<file path="config.mk">
export PLATFORM = sky130hd
export DESIGN_NAME = srf_ram
export DESIGN_NICKNAME = d
export VERILOG_FILES = /design/src/design/shape_raster_framebuffer_defines.svh /design/src/design/srf_ram.sv
export SDC_FILE = /design/constraint.sdc
export NUM_CORES = 2
export LEC_CHECK = 0
export BUFFER_PORTS_ARGS = -buffer_cell sky130_fd_sc_hd__buf_2
export CORE_ASPECT_RATIO = 2
export CORE_UTILIZATION = 26
export DETAILED_ROUTE_END_ITERATION = 7
export SYNTH_ARGS = -nofsm -noshare
export SYNTH_HDL_FRONTEND = slang
export SYNTH_SLANG_ARGS = --single-unit
</file>
<file path="constraint.sdc">
create_clock -name i_clk -period 6.2 [get_ports i_clk]
set_clock_uncertainty 0.05 [all_clocks]
set_input_delay 1.24 -clock i_clk [delete_from_list [all_inputs] [get_ports i_clk]]
set_output_delay 1.24 -clock i_clk [all_outputs]
set_load 0.005 [all_outputs]
</file>
<file path="src/design/shape_raster_framebuffer_defines.svh">
// Assertion macros shared by the frame buffer design.
`ifndef SHAPE_RASTER_FRAMEBUFFER_DEFINES_SVH
`define SHAPE_RASTER_FRAMEBUFFER_DEFINES_SVH

// The consequent must hold in the same cycle as the antecedent.
`define SRF_ASSERT_SAME(label, clk, rst_n, ante, cons, msg) \
    label: assert property (@(posedge clk) disable iff (!(rst_n)) (ante) |-> (cons)) \
        else $error(msg);

// The consequent must hold in the cycle after the antecedent.
`define SRF_ASSERT_NEXT(label, clk, rst_n, ante, cons, msg) \
    label: assert property (@(posedge clk) disable iff (!(rst_n)) (ante) |=> (cons)) \
        else $error(msg);

`endif

</file>
<file path="src/design/srf_ram.sv">
module srf_ram #(
    parameter int WIDTH = 8,
    parameter int DEPTH = 256
) (
    input  logic                     i_clk,
    input  logic                     i_we,
    input  logic [$clog2(DEPTH)-1:0] i_waddr,
    input  logic [WIDTH-1:0]         i_wdata,
    input  logic                     i_re,
    input  logic [$clog2(DEPTH)-1:0] i_raddr,
    output logic [WIDTH-1:0]         o_rdata
);

    logic [WIDTH-1:0] r_mem [DEPTH];
    logic [WIDTH-1:0] r_rdata;

    always_ff @(posedge i_clk) begin
        if (i_we) begin
            r_mem[i_waddr] <= i_wdata;
        end
        if (i_re) begin
            r_rdata <= r_mem[i_raddr];
        end
    end

    assign o_rdata = r_rdata;

endmodule

</file>
==> flow_summary_export.csv <==
group,metric,value,unit
clock_tree,worstSkewPairLatency,0.85,ns
synth,synth_fp_nets,3760,
cells_and_area,final_nets,3832,
synth,synth_seq_area_share,0.775,
grt,grt_overflow_total,0,
route,avgViaCountPerCell,4.76,
die,core-area,305000,um^2
placement,port_buffers,34,
clock_tree,cts_root_buf,"clkbuf_16",
die,start_util,0.261,
grt,grt_max_degree,184,
synth,yosysTopAreaCell,"edfxtp_1",
die,die_area,309000,um^2
synth,synth_edf_count,2056,
synth,syn_area_per_cell,21.3,um^2
power_and_ir_drop,p_leak,26.5,nW
timing,max_freq,0.216,GHz
cells_and_area,final_util,0.294,
route,num_vias,37900,
clock_tree,cts.htree.levels,4,
synth,async_flop_share,0,
cells_and_area,drive_above_1_share,0.215,
setup_path,rrSetupSlack,2.67,ns
setup_path,crit_path_max_incr_delay,1.29,ns
timing,drv_slew,0,
setup_path,required,6.67,ns
timing,final.period_utilization,0.747,
grt,first_global_vias,40400,
route,antenna_left,0,
synth,synth_cells,3733,
clock_tree,clk_pin_slew,0.07,ns
die,die_x,393,um
clock_tree,cts_buffer_depth,4,
setup_path,cp-start-kind,"input pin",
clock_tree,cts_made_buffers,160,
setup_path,slowest_stage,"nor4_1",
route,detail_route.wl_per_cell,27.8,um
timing,rsz0062_at_grt,"no",
power_and_ir_drop,vdd_drop_max,0.224,mV
synth,synth_common_cells,"edfxtp_1, mux4_2, nor2_1, mux2i_1, a22oi_1",
cells_and_area,layout-area-overhead-vs-synth,12.6,%
route,dr.pass1.iters,5,
clock_tree,hold_buffers,0,
synth,yosys_warnings,0,
clock_tree,clkSinkCount,2056,
synth,synth.most_common_cell,"edfxtp_1",
route,drt_wl_total,222000,um
clock_tree,ctsResizeCount,0,
setup_path,path_buf_inv,2,
route,first_iter_violations,3278,
grt,grt_pass1_wl,311000,um
timing,min_period,4.63,ns
die,rows,287,
setup_path,critical_path_class,"input pin to register",
clock_tree,cts_tree,"built",
power_and_ir_drop,power_density,301,nW/um^2
synth,ys_types,54,
setup_path,path_cells,"buf_8 > buf_4 > mux4_2 > a22oi_1 > a21oi_1 > nor4_1 > nor4_2",
synth,ys_seq_elements,2056,
flow_run,maxCapViolCount,1,
grt,antenna_found_initial,16,
synth,ys.flop_type,"edfxtp_1",
synth,syn_area,79600,um^2
synth,ys_top_cells_by_area,"edfxtp_1, mux4_2, mux2i_1, nor2_1, a22oi_1",
setup_path,arrival,5.10,ns
synth,synth.top_cell.area_share,0.775,
placement,gp_congestion,0.896,
setup_path,worst-path-max-fanout,45,
outcome,violations,"capacitance limit",
die,pin_count,35,
timing,setup_tns,0,ns
setup_path,cp_top_family,"simple AND/OR/NAND/NOR gates",
timing,tightest_slew,1.46,ns
clock_tree,post-cts-setup-buffer-count,0,
route,drc,0,
timing,slew_headroom,0.0171,
timing,setup_viol,0,
setup_path,cp-end-kind,"register",
placement,dp_hpwl,147000,um
cells_and_area,n_fill_cell,29400,
grt,track_usage,0.141,
hold_path,hp-class,"input pin to register",
die,die_h,785,um
outcome,status,"finished, violations left",
timing,hold_viol,0,
-- report_power, final --
part / total, mW / internal [mW] / switching (mW)
registers: 15.3 / 15.3 / 0.0284
logic: 1.46 / 0.472 / 0.983
clock network: 10.2 / 5.31 / 4.87
-- cell type report --
| type | count | area [um^2] | area share |
|---|---|---|---|
| Antenna cell | 11 | 27.5 | 0.000307 |
| Multi-Input combinational cell | 1442 | 16500 | 0.184 |
| Clock buffer | 189 | 4160 | 0.0464 |
| Timing Repair Buffer | 143 | 1380 | 0.0154 |
| Sequential cell | 2056 | 61700 | 0.689 |
| Tap cell | 4046 | 5060 | 0.0565 |
| Inverter | 2 | 7.51 | 0.0000837 |
| Clock inverter | 85 | 737 | 0.00822 |
-- metrics by stage --
step	total power, mW	cells	cell area (um^2)	hold WS (ns)	setup slack [ns]
finish	27.0	7974	89600	0.774	1.57
global route	27.5	7964	89600	0.785	1.60
CTS	27.1	7963	89600	0.763	1.67
detailed placement	17.1	7689	84700	1.09	0.839
global placement	17.1	7687	84700	1.11	0.769
floorplan	16.4	3733	79600	0.814	2.83
-- cell usage in the layout, fill, tap and decap left out, types with 8 or more instances in the layout --
| master | synthesis | final |
|---|---|---|
| edfxtp_1 | 2056 | 2056 |
| mux4_2 | 454 | 454 |
| nor2_1 | 282 | 279 |
| clkbuf_16 | 0 | 162 |
| mux2i_1 | 134 | 134 |
| a22oi_1 | 133 | 133 |
| a21oi_1 | 96 | 96 |
| buf_4 | 27 | 88 |
| o221ai_1 | 46 | 46 |
| nand3_1 | 34 | 34 |
| clkinv_1 | 1 | 32 |
| nand2_1 | 33 | 32 |
| clkinv_2 | 0 | 29 |
| o22ai_1 | 28 | 28 |
| nor2b_1 | 31 | 28 |
| clkbuf_1 | 111 | 27 |
| buf_12 | 8 | 23 |
| buf_2 | 31 | 22 |
| nor3_1 | 22 | 20 |
| nor4_1 | 24 | 19 |
| a211oi_1 | 16 | 16 |
| a221oi_1 | 13 | 13 |
| bufinv_16 | 0 | 12 |
| diode_2 | 0 | 11 |
| nand4_1 | 10 | 10 |
| o211ai_1 | 10 | 10 |
| o21ai_0 | 10 | 10 |
| buf_8 | 13 | 10 |
| nand2b_1 | 8 | 8 |
| a22o_1 | 8 | 8 |
| nor4_2 | 3 | 8 |
-- metal layers --
layer  global-route usage  part of all wire  up-vias  wire length, um
li1                     -                 -    15800                -
met1                0.131              0.31    20200            68100
met2                0.276              0.56     1398           125000
met3               0.0172             0.044      516             9770
met4                0.105             0.085        6            18800
met5                    0           0.00017        -               38
-- logic make-up (layout without fill, tap and decap cells) --
group	Yosys count	in the layout	share of synthesized area
AO/OA/AOI/OAI	385	385	0.0342
buffers and inverters	235	419	0.0183
flip-flops	2056	2056	0.775
multiplexers	591	591	0.146
other	0	11	0
AND/OR/NAND/NOR	466	466	0.0263
-- registers in the layout (all words and copies together) (netlist names) --
name / flops
o_rdata: 8
r_mem: 2048
-- worst paths after layout --
path              cells past startpoint       endpoint     startpoint
setup / recovery                      7     o_rdata[0]     i_raddr[0]
hold / removal                        1  r_mem[200][1]     i_wdata[1]
setup reg to reg                      5     o_rdata[0]  r_mem[210][0]
hold reg to reg                       5     o_rdata[3]    r_mem[0][3]
No activity file was read; power rests on OpenSTA's default activity.
