===== src/design/shape_raster_framebuffer_defines.svh =====
// Assertion macros shared by the frame buffer design.
`ifndef SHAPE_RASTER_FRAMEBUFFER_DEFINES_SVH
`define SHAPE_RASTER_FRAMEBUFFER_DEFINES_SVH

// The consequent must hold in the same cycle as the antecedent.
`define SRF_ASSERT_SAME(label, clk, rst_n, ante, cons, msg) \
    label: assert property (@(posedge clk) disable iff (!(rst_n)) (ante) |-> (cons)) \
        else $error(msg);

// The consequent must hold in the cycle after the antecedent.
`define SRF_ASSERT_NEXT(label, clk, rst_n, ante, cons, msg) \
    label: assert property (@(posedge clk) disable iff (!(rst_n)) (ante) |=> (cons)) \
        else $error(msg);

`endif


===== src/design/srf_pkg.sv =====
package srf_pkg;

    localparam int FRAME_WIDTH  = 800;
    localparam int FRAME_HEIGHT = 600;
    localparam int PIX_COUNT    = FRAME_WIDTH * FRAME_HEIGHT;
    localparam int ADDR_W       = $clog2(PIX_COUNT);

    localparam int CMD_W = 3;
    localparam int FLD_W = 10;
    localparam int PIX_W = 24;
    localparam int CH_W  = 8;
    localparam int BW_W  = 5;

    localparam logic [BW_W-1:0] BW_RESET = 5'd3;
    localparam logic [PIX_W-1:0] PIX_BLACK = 24'h000000;

    localparam int ROW_W = $clog2(FRAME_HEIGHT);
    localparam int COL_W = $clog2(FRAME_WIDTH);
    localparam int DIM_W = (ROW_W > COL_W) ? ROW_W : COL_W;
    // Signed coordinate width: holds a centre plus or minus a radius.
    localparam int SC_W  = ((DIM_W > FLD_W) ? DIM_W : FLD_W) + 2;
    // Width of a sum of two squared offsets.
    localparam int SQ_W  = 2 * FLD_W + 1;

    localparam logic signed [SC_W-1:0] SC_ZERO = '0;
    localparam logic signed [SC_W-1:0] H_S = SC_W'(FRAME_HEIGHT);
    localparam logic signed [SC_W-1:0] W_S = SC_W'(FRAME_WIDTH);

    typedef enum logic [CMD_W-1:0] {
        CMD_FILL = 3'd0,
        CMD_RECT = 3'd1,
        CMD_DISC = 3'd2,
        CMD_RING = 3'd3,
        CMD_READ = 3'd4
    } t_cmd;

    typedef enum logic [2:0] {
        ST_INIT,
        ST_CLEAR,
        ST_IDLE,
        ST_CHECK,
        ST_DRAW,
        ST_RDATA,
        ST_DONE
    } t_state;

    typedef enum logic [1:0] {
        RS_IDLE,
        RS_SQR,
        RS_SQI,
        RS_RUN
    } t_rstate;

    typedef struct packed {
        logic [CMD_W-1:0] cmd;
        logic [FLD_W-1:0] row;
        logic [FLD_W-1:0] col;
        logic [FLD_W-1:0] row_end;
        logic [FLD_W-1:0] col_end;
        logic [FLD_W-1:0] radius;
        logic [FLD_W-1:0] ring_width;
        logic [PIX_W-1:0] color;
    } t_req;

    typedef struct packed {
        t_cmd                    mode;
        logic signed [SC_W-1:0]  r0;
        logic signed [SC_W-1:0]  c0;
        logic signed [SC_W-1:0]  r1;
        logic signed [SC_W-1:0]  c1;
        logic [FLD_W-1:0]        rad;
        logic signed [SC_W-1:0]  rin;
        logic [BW_W-1:0]         bw;
        logic [PIX_W-1:0]        color;
    } t_rast_job;

    typedef struct packed {
        logic              en;
        logic [ADDR_W-1:0] addr;
        logic [PIX_W-1:0]  data;
    } t_mem_wr;

    function automatic logic signed [SC_W-1:0] to_sc(input logic [FLD_W-1:0] v);
        return $signed({{(SC_W-FLD_W){1'b0}}, v});
    endfunction

    // Difference between the squares of d+1 and d.
    function automatic logic [SQ_W-1:0] sq_step(input logic signed [SC_W-1:0] d);
        logic signed [SC_W:0] t;
        t = {d, 1'b1};
        return SQ_W'(t);
    endfunction

endpackage


===== src/design/srf_raster.sv =====
module srf_raster import srf_pkg::*; (
    input  logic      i_clk,
    input  logic      i_rst_n,
    input  logic      i_start,
    input  t_rast_job i_job,
    output logic      o_done,
    output t_mem_wr   o_wr
);

    t_rstate r_state, n_state;
    t_rast_job r_job, n_job;
    logic signed [SC_W-1:0] r_h, n_h, r_c, n_c, r_dh, n_dh, r_dc, n_dc;
    logic signed [SC_W-1:0] r_lim_r0, n_lim_r0, r_lim_r1, n_lim_r1;
    logic signed [SC_W-1:0] r_lim_c0, n_lim_c0, r_lim_c1, n_lim_c1;
    logic [SQ_W-1:0] r_sqh, n_sqh, r_sqc, n_sqc, r_rr, n_rr, r_rri, n_rri;
    logic r_inner, n_inner;
    logic [ADDR_W-1:0] r_addr, n_addr, r_step, n_step;

    logic [FLD_W-1:0] w_mul_a;
    logic [2*FLD_W-1:0] w_sq;
    logic signed [SC_W-1:0] w_bw_s, w_neg_rad;
    logic [SQ_W-1:0] w_sum;
    logic w_last_col, w_last, w_rect_hit, w_outer, w_in_hole;

    assign w_mul_a   = (r_state == RS_SQI) ? r_job.rin[FLD_W-1:0] : r_job.rad;
    assign w_sq      = w_mul_a * w_mul_a;
    assign w_bw_s    = $signed({{(SC_W-BW_W){1'b0}}, r_job.bw});
    assign w_neg_rad = SC_ZERO - to_sc(r_job.rad);

    assign w_sum      = r_sqh + r_sqc;
    assign w_outer    = w_sum < r_rr;
    assign w_in_hole  = r_inner && (w_sum < r_rri);
    assign w_rect_hit = (r_c < r_lim_c0) || (r_c > r_lim_c1) ||
                        (r_h < r_lim_r0) || (r_h > r_lim_r1);
    assign w_last_col = r_c == r_job.c1;
    assign w_last     = w_last_col && (r_h == r_job.r1);

    always_comb begin
        n_state = r_state;
        case (r_state)
            RS_IDLE: begin
                if (i_start) begin
                    n_state = RS_SQR;
                end
            end
            RS_SQR: n_state = RS_SQI;
            RS_SQI: n_state = RS_RUN;
            RS_RUN: begin
                if (w_last) begin
                    n_state = RS_IDLE;
                end
            end
            default: n_state = RS_IDLE;
        endcase
    end

    always_comb begin
        o_wr.en   = 1'b0;
        o_wr.addr = r_addr;
        o_wr.data = w_in_hole ? PIX_BLACK : r_job.color;
        o_done    = 1'b0;
        if (r_state == RS_RUN) begin
            o_done = w_last;
            case (r_job.mode)
                CMD_FILL: o_wr.en = 1'b1;
                CMD_RECT: o_wr.en = w_rect_hit;
                CMD_DISC, CMD_RING: o_wr.en = w_outer;
                default: o_wr.en = 1'b0;
            endcase
        end
    end

    always_comb begin
        n_job    = r_job;
        n_h      = r_h;
        n_c      = r_c;
        n_dh     = r_dh;
        n_dc     = r_dc;
        n_lim_r0 = r_lim_r0;
        n_lim_r1 = r_lim_r1;
        n_lim_c0 = r_lim_c0;
        n_lim_c1 = r_lim_c1;
        n_sqh    = r_sqh;
        n_sqc    = r_sqc;
        n_rr     = r_rr;
        n_rri    = r_rri;
        n_inner  = r_inner;
        n_addr   = r_addr;
        n_step   = r_step;
        case (r_state)
            RS_IDLE: begin
                if (i_start) begin
                    n_job = i_job;
                end
            end
            RS_SQR: begin
                n_rr     = SQ_W'(w_sq);
                n_inner  = r_job.rin > SC_ZERO;
                n_h      = r_job.r0;
                n_c      = r_job.c0;
                n_dh     = w_neg_rad;
                n_dc     = w_neg_rad;
                n_lim_r0 = r_job.r0 + w_bw_s;
                n_lim_r1 = r_job.r1 - w_bw_s;
                n_lim_c0 = r_job.c0 + w_bw_s;
                n_lim_c1 = r_job.c1 - w_bw_s;
                n_addr   = ADDR_W'($unsigned(r_job.r0)) * ADDR_W'(FRAME_WIDTH)
                           + ADDR_W'($unsigned(r_job.c0));
                n_step   = ADDR_W'(FRAME_WIDTH)
                           - ADDR_W'($unsigned(r_job.c1 - r_job.c0));
            end
            RS_SQI: begin
                n_rri = SQ_W'(w_sq);
                n_sqh = r_rr;
                n_sqc = r_rr;
            end
            RS_RUN: begin
                if (w_last_col) begin
                    n_h    = r_h + SC_W'(1);
                    n_c    = r_job.c0;
                    n_dh   = r_dh + SC_W'(1);
                    n_dc   = w_neg_rad;
                    n_sqh  = r_sqh + sq_step(r_dh);
                    n_sqc  = r_rr;
                    n_addr = r_addr + r_step;
                end else begin
                    n_c    = r_c + SC_W'(1);
                    n_dc   = r_dc + SC_W'(1);
                    n_sqc  = r_sqc + sq_step(r_dc);
                    n_addr = r_addr + ADDR_W'(1);
                end
            end
            default: ;
        endcase
    end

    always_ff @(posedge i_clk) begin
        if (!i_rst_n) begin
            r_state <= RS_IDLE;
        end else begin
            r_state <= n_state;
        end
    end

    always_ff @(posedge i_clk) begin
        r_job    <= n_job;
        r_h      <= n_h;
        r_c      <= n_c;
        r_dh     <= n_dh;
        r_dc     <= n_dc;
        r_lim_r0 <= n_lim_r0;
        r_lim_r1 <= n_lim_r1;
        r_lim_c0 <= n_lim_c0;
        r_lim_c1 <= n_lim_c1;
        r_sqh    <= n_sqh;
        r_sqc    <= n_sqc;
        r_rr     <= n_rr;
        r_rri    <= n_rri;
        r_inner  <= n_inner;
        r_addr   <= n_addr;
        r_step   <= n_step;
    end

endmodule


===== config.mk =====
export PLATFORM = sky130hd
export DESIGN_NAME = srf_raster
export DESIGN_NICKNAME = d
export VERILOG_FILES = /design/src/design/shape_raster_framebuffer_defines.svh /design/src/design/srf_pkg.sv /design/src/design/srf_raster.sv
export SDC_FILE = /design/constraint.sdc
export NUM_CORES = 1
export LEC_CHECK = 0
export BUFFER_PORTS_ARGS = -buffer_cell sky130_fd_sc_hd__buf_4
export CELL_PAD_IN_SITES_DETAIL_PLACEMENT = 1
export CELL_PAD_IN_SITES_GLOBAL_PLACEMENT = 1
export CORE_ASPECT_RATIO = 0.6
export CORE_MARGIN = 4
export CORE_UTILIZATION = 39
export CTS_CLUSTER_DIAMETER = 80
export CTS_CLUSTER_SIZE = 24
export DETAILED_ROUTE_END_ITERATION = 6
export PLACE_DENSITY = 0.77
export RECOVER_POWER = 100
export SKIP_LAST_GASP = 1
export SLEW_MARGIN = 40
export SYNTH_ARGS = -nofsm -noshare
export SYNTH_HDL_FRONTEND = slang
export SYNTH_SLANG_ARGS = --single-unit

===== constraint.sdc =====
create_clock -name i_clk -period 7.4 [get_ports i_clk]
set_input_delay 1.48 -clock i_clk [delete_from_list [all_inputs] [get_ports i_clk]]
set_output_delay 1.48 -clock i_clk [all_outputs]
set_load 0.01 [all_outputs]

==> PnR_summary.wiki <==
{| class="wikitable"
! Metric !! Value
|-
| Core ar. || 59,140 sq um
|-
| Kind of path behind the tightest hold check || reg2reg
|-
| Number of cells upsized or downsized after cts || 0
|-
| Die height || 197.3 um
|-
| DRC violations left || 0
|-
| Die Width || between 300 and 400 um
|-
| Final clock period utilization by the worst path || a little over nine tenths
|-
| Total die area || between 60,000 and 70,000 sq um
|-
| Violated checks || capacitance limit, slew limit
|-
| Number of top-level design ports || 150
|-
| Total number of nets in the final design || 2,831
|-
| Total clock buffers created by CTS || 19
|-
| CTS Root Buffer Type || sky130_fd_sc_hd__clkbuf_16
|-
| Pin count of the biggest net entering global routing || 62
|-
| Number of H-tree levels || 1
|-
| Longest Clk Path Bufs || 3
|-
| Detailed Routing Iterations Pass 1 || 5
|-
| Required time worst endpoint || 5.92 ns
|-
| Nets in the synthesized netlist || 2,677
|-
| Cell type of the slowest stage on the worst timing path || sky130_fd_sc_hd__a31oi_1
|-
| DRT Wirelength || roughly 68,000 um
|-
| Post-DP HPWL || 55,410 um
|-
| Quantity of I/O buffers inserted on ports || 149
|-
| Area growth from synthesis to layout || 10.75%
|-
| Status || finished with violations
|-
| Final cell count without fillers || 3,171
|-
| Sequential share of the synthesized area || 40.26%
|-
| Fill cell instance count of the final layout || 6,570
|-
| Max stage delay on crit path || ~0.50 ns
|-
| CP bufs+invs || 2
|-
| Normalized max-slew margin || -147.9%
|-
| Measured slew at the worst slew-check pin || approximately 3.7 ns
|-
| Initial antenna violation count || 1
|-
| Clock edge transition at the registers on the reported setup and hold paths || 0.10 ns
|-
| Cell depth of the worst flop-to-flop path || 21
|-
| Via count of the first global-routing pass || 18,040
|-
| Wire length of the first global-routing pass || 104,400 um
|-
| Post-route design area || 25,800 sq um
|-
| Placed cell area || ~25,000 sq um
|-
| GPL Wtd Cong || between 0.8 and 0.9
|-
| # clock sinks || approximately 310
|-
| Ranking of synthesized cells by area || sky130_fd_sc_hd__edfxtp_1 40%, sky130_fd_sc_hd__ha_1 15%, sky130_fd_sc_hd__fa_1 5.5%
|-
| Via count of the routed design || 17,160
|-
| Syn Inst Count || 2,224
|-
| Cell taking the most area after synthesis || sky130_fd_sc_hd__edfxtp_1
|-
| Proportion of register bits with asynchronous set or reset after synthesis || 0%
|-
| Top-area cell type share of the netlist area || 40.09%
|-
| Logic depth of the worst setup path including buffers || 18
|-
| Setup Total Neg Slack || 0 ns
|-
| Flop and latch count out of synthesis || 313
|-
| Total global routing overflow || 0
|-
| Per-cell routed wire length || 21.30 um
|-
| Via count normalized by instance count || 5.410
|-
| Placed Cells incl. Taps || 3,137
|-
| Top delay family on crit path || compound AO/OA/AOI/OAI gates
|-
| Mapped cell area || 23,300 sq um
|-
| Number of setup violations in the final report || 0
|-
| Max FO, Critical Path || 14
|-
| Standard-cell rows || 69
|-
| End-of-flow core utilization || 43.63%
|-
| Crit path time final || 7.042 ns
|-
| Initial Util || 39.39%
|-
| CP endpoint kind || primary output
|-
| Data arrival time of the worst path || around 5.6 ns
|-
| Skew final || 0.04223 ns
|-
| Most numerous cell types in the synthesized netlist || 311 x sky130_fd_sc_hd__edfxtp_1, 284 x sky130_fd_sc_hd__ha_1, 265 x sky130_fd_sc_hd__inv_1
|-
| Unrepaired setup endpoints after global routing || false
|-
| Fraction of final layout cells with drive strength greater than 1 || under 10%
|-
| Overall routing resource usage || 21.06%
|-
| Worst skew pair latency || between 0.5 and 0.6 ns
|-
| Hold-fix buffers, CTS || 0
|-
| Most numerous cell in the Yosys netlist || sky130_fd_sc_hd__edfxtp_1
|-
| Critical path cell sequence || ha_1 -> fa_1 -> a21oi_1 -> o21ai_1 -> a31oi_1 -> o211ai_1 -> a31oi_1 -> nand2b_1 -> xor2_1 -> ha_1 -> a211o_1 -> nor2_1 -> nand3b_1 -> o21ai_0 -> nand4b_1 -> buf_4 -> and2_1 -> buf_4
|-
| Count of distinct cell types in the synthesized netlist || between 80 and 90
|-
| Count of flip-flops with a built-in enable after synthesis || 311
|-
| Slew Viols, Final || 430
|-
| Number of cells on the worst hold path || 2
|-
| Primary flip-flop cell chosen by synthesis mapping || sky130_fd_sc_hd__edfxtp_1
|-
| Yosys synthesis warning count || 0
|-
| Final hold violations || 0
|-
| Number of maximum-capacitance violations || 10
|-
| CTS tree || built
|-
| Starting DRC count in detailed routing || 1,390
|-
| Max frequency || 142.0 MHz
|-
| Remaining antenna violation count after routing || 0
|-
| Avg Cell Area, Syn || between 10 and 15 sq um
|-
| Worst Path Class, Setup || reg2out
|-
| Number of post-CTS setup repair buffers || 0
|-
| Launching element type of the critical path || register
|}
## metal layers
| metal | track usage, % | share of wire, % | up-vias |
|---|---|---|---|
| met5 | 0 | 0 | - |
| met1 | 32.76 | 51 | 8548 |
| met3 | 4.526 | 7.1 | 51 |
| li1 | - | - | 8141 |
| met4 | 3.133 | 1.5 | 0 |
| met2 | 30.52 | 40 | 415 |
## cell type report
cell class                 instances  area, sq um  area share, %
timing repair buffer             163         1077          4.175
multi-input combinational       1614        12760          49.45
tap                              781        977.2          3.787
clock inverter                     8        87.58         0.3395
clock buffer                      24        514.2          1.993
inverter                         267         1005          3.894
sequential                       313         9379          36.35
antenna                            1        2.502       0.009699
## final timing paths
path,slack [ns],to,from
hold / removal,0.56,r_state[0],r_state[0]
setup / recovery,0.36,o_wr[16],r_sqc[0]
setup reg to reg,0.55,r_rri[19],r_state[0]
hold reg to reg,0.56,r_state[0],r_state[0]
## cell families (layout without fill, tap and decap cells)
kind of cell | Yosys count | in the layout | synth area share, %
flops | 313 | 313 | 40.26
buf+inv | 297 | 462 | 4.850
other cells | 0 | 1 | 0
compound gates | 432 | 432 | 12.11
fa+ha+maj | 348 | 348 | 20.75
simple gates | 567 | 567 | 11.71
mux | 28 | 28 | 1.337
xor+xnor | 239 | 239 | 8.985
## worst reg2reg max path, cell delays in order (launching register included)
cell                      delay (ns)
sky130_fd_sc_hd__dfxtp_1        0.36
sky130_fd_sc_hd__inv_1          0.09
sky130_fd_sc_hd__ha_1           0.57
sky130_fd_sc_hd__mux2i_1        0.79
sky130_fd_sc_hd__inv_4          0.12
sky130_fd_sc_hd__nand2_1        0.26
sky130_fd_sc_hd__fa_1           0.47
sky130_fd_sc_hd__fa_1           0.55
sky130_fd_sc_hd__inv_1          0.06
sky130_fd_sc_hd__fa_1           0.50
sky130_fd_sc_hd__fa_1           0.54
sky130_fd_sc_hd__inv_1          0.05
sky130_fd_sc_hd__fa_1           0.53
sky130_fd_sc_hd__inv_1          0.04
sky130_fd_sc_hd__ha_1           0.36
sky130_fd_sc_hd__nor2b_1        0.17
sky130_fd_sc_hd__a41oi_2        0.28
sky130_fd_sc_hd__a211o_2        0.23
sky130_fd_sc_hd__a31oi_2        0.10
sky130_fd_sc_hd__a21o_1         0.20
sky130_fd_sc_hd__a21oi_1        0.17
sky130_fd_sc_hd__xnor2_1        0.11
## registers in the layout, indices dropped and copies added, names as in the netlist
name,flops
r_lim_r1,12
r_state,2
r_dh,12
r_step,13
r_lim_c1,12
r_sqc,21
r_job,102
r_sqh,21
r_c,12
r_rr,19
r_rri,19
r_dc,12
r_lim_c0,12
r_h,12
r_inner,1
r_lim_r0,12
r_addr,19
## layout by cell type, fill, tap and decap left out, types with 12 or more instances in the layout
cell	synthesis	layout
sky130_fd_sc_hd__and2_1	43	37
sky130_fd_sc_hd__fa_1	64	64
sky130_fd_sc_hd__nand2_1	158	158
sky130_fd_sc_hd__mux2i_1	12	13
sky130_fd_sc_hd__nand3_1	37	37
sky130_fd_sc_hd__a31oi_1	17	17
sky130_fd_sc_hd__clkbuf_4	0	100
sky130_fd_sc_hd__xnor2_1	139	139
sky130_fd_sc_hd__nor2_1	144	144
sky130_fd_sc_hd__xor2_1	100	100
sky130_fd_sc_hd__nand4_1	18	18
sky130_fd_sc_hd__clkbuf_1	19	40
sky130_fd_sc_hd__clkbuf_16	0	19
sky130_fd_sc_hd__and3_1	28	28
sky130_fd_sc_hd__o211ai_1	12	12
sky130_fd_sc_hd__o21ai_0	102	105
sky130_fd_sc_hd__nand2b_1	26	26
sky130_fd_sc_hd__inv_1	265	265
sky130_fd_sc_hd__nor3_1	39	39
sky130_fd_sc_hd__a21o_1	49	49
sky130_fd_sc_hd__a211oi_1	13	13
sky130_fd_sc_hd__buf_4	0	23
sky130_fd_sc_hd__ha_1	284	284
sky130_fd_sc_hd__o21a_1	23	23
sky130_fd_sc_hd__mux2_2	15	15
sky130_fd_sc_hd__nor2b_1	29	29
sky130_fd_sc_hd__a21oi_1	126	127
sky130_fd_sc_hd__edfxtp_1	311	311
## through the flow
| step | hold slack (ns) | worst slack (ns) |
|---|---|---|
| final | 0.5647 | 0.3585 |
| after global routing | 0.5863 | 0.03872 |
| after CTS | 0.5776 | 0.2792 |
| after detailed placement | 0.5490 | 0.7481 |
| after global placement | 0.5479 | 1.006 |
| after floorplan | 0.5011 | 0.8225 |
Power is left out: the tool's default activity adds up to more than one toggle a clock period on the data nets, which glitch-free logic cannot reach.
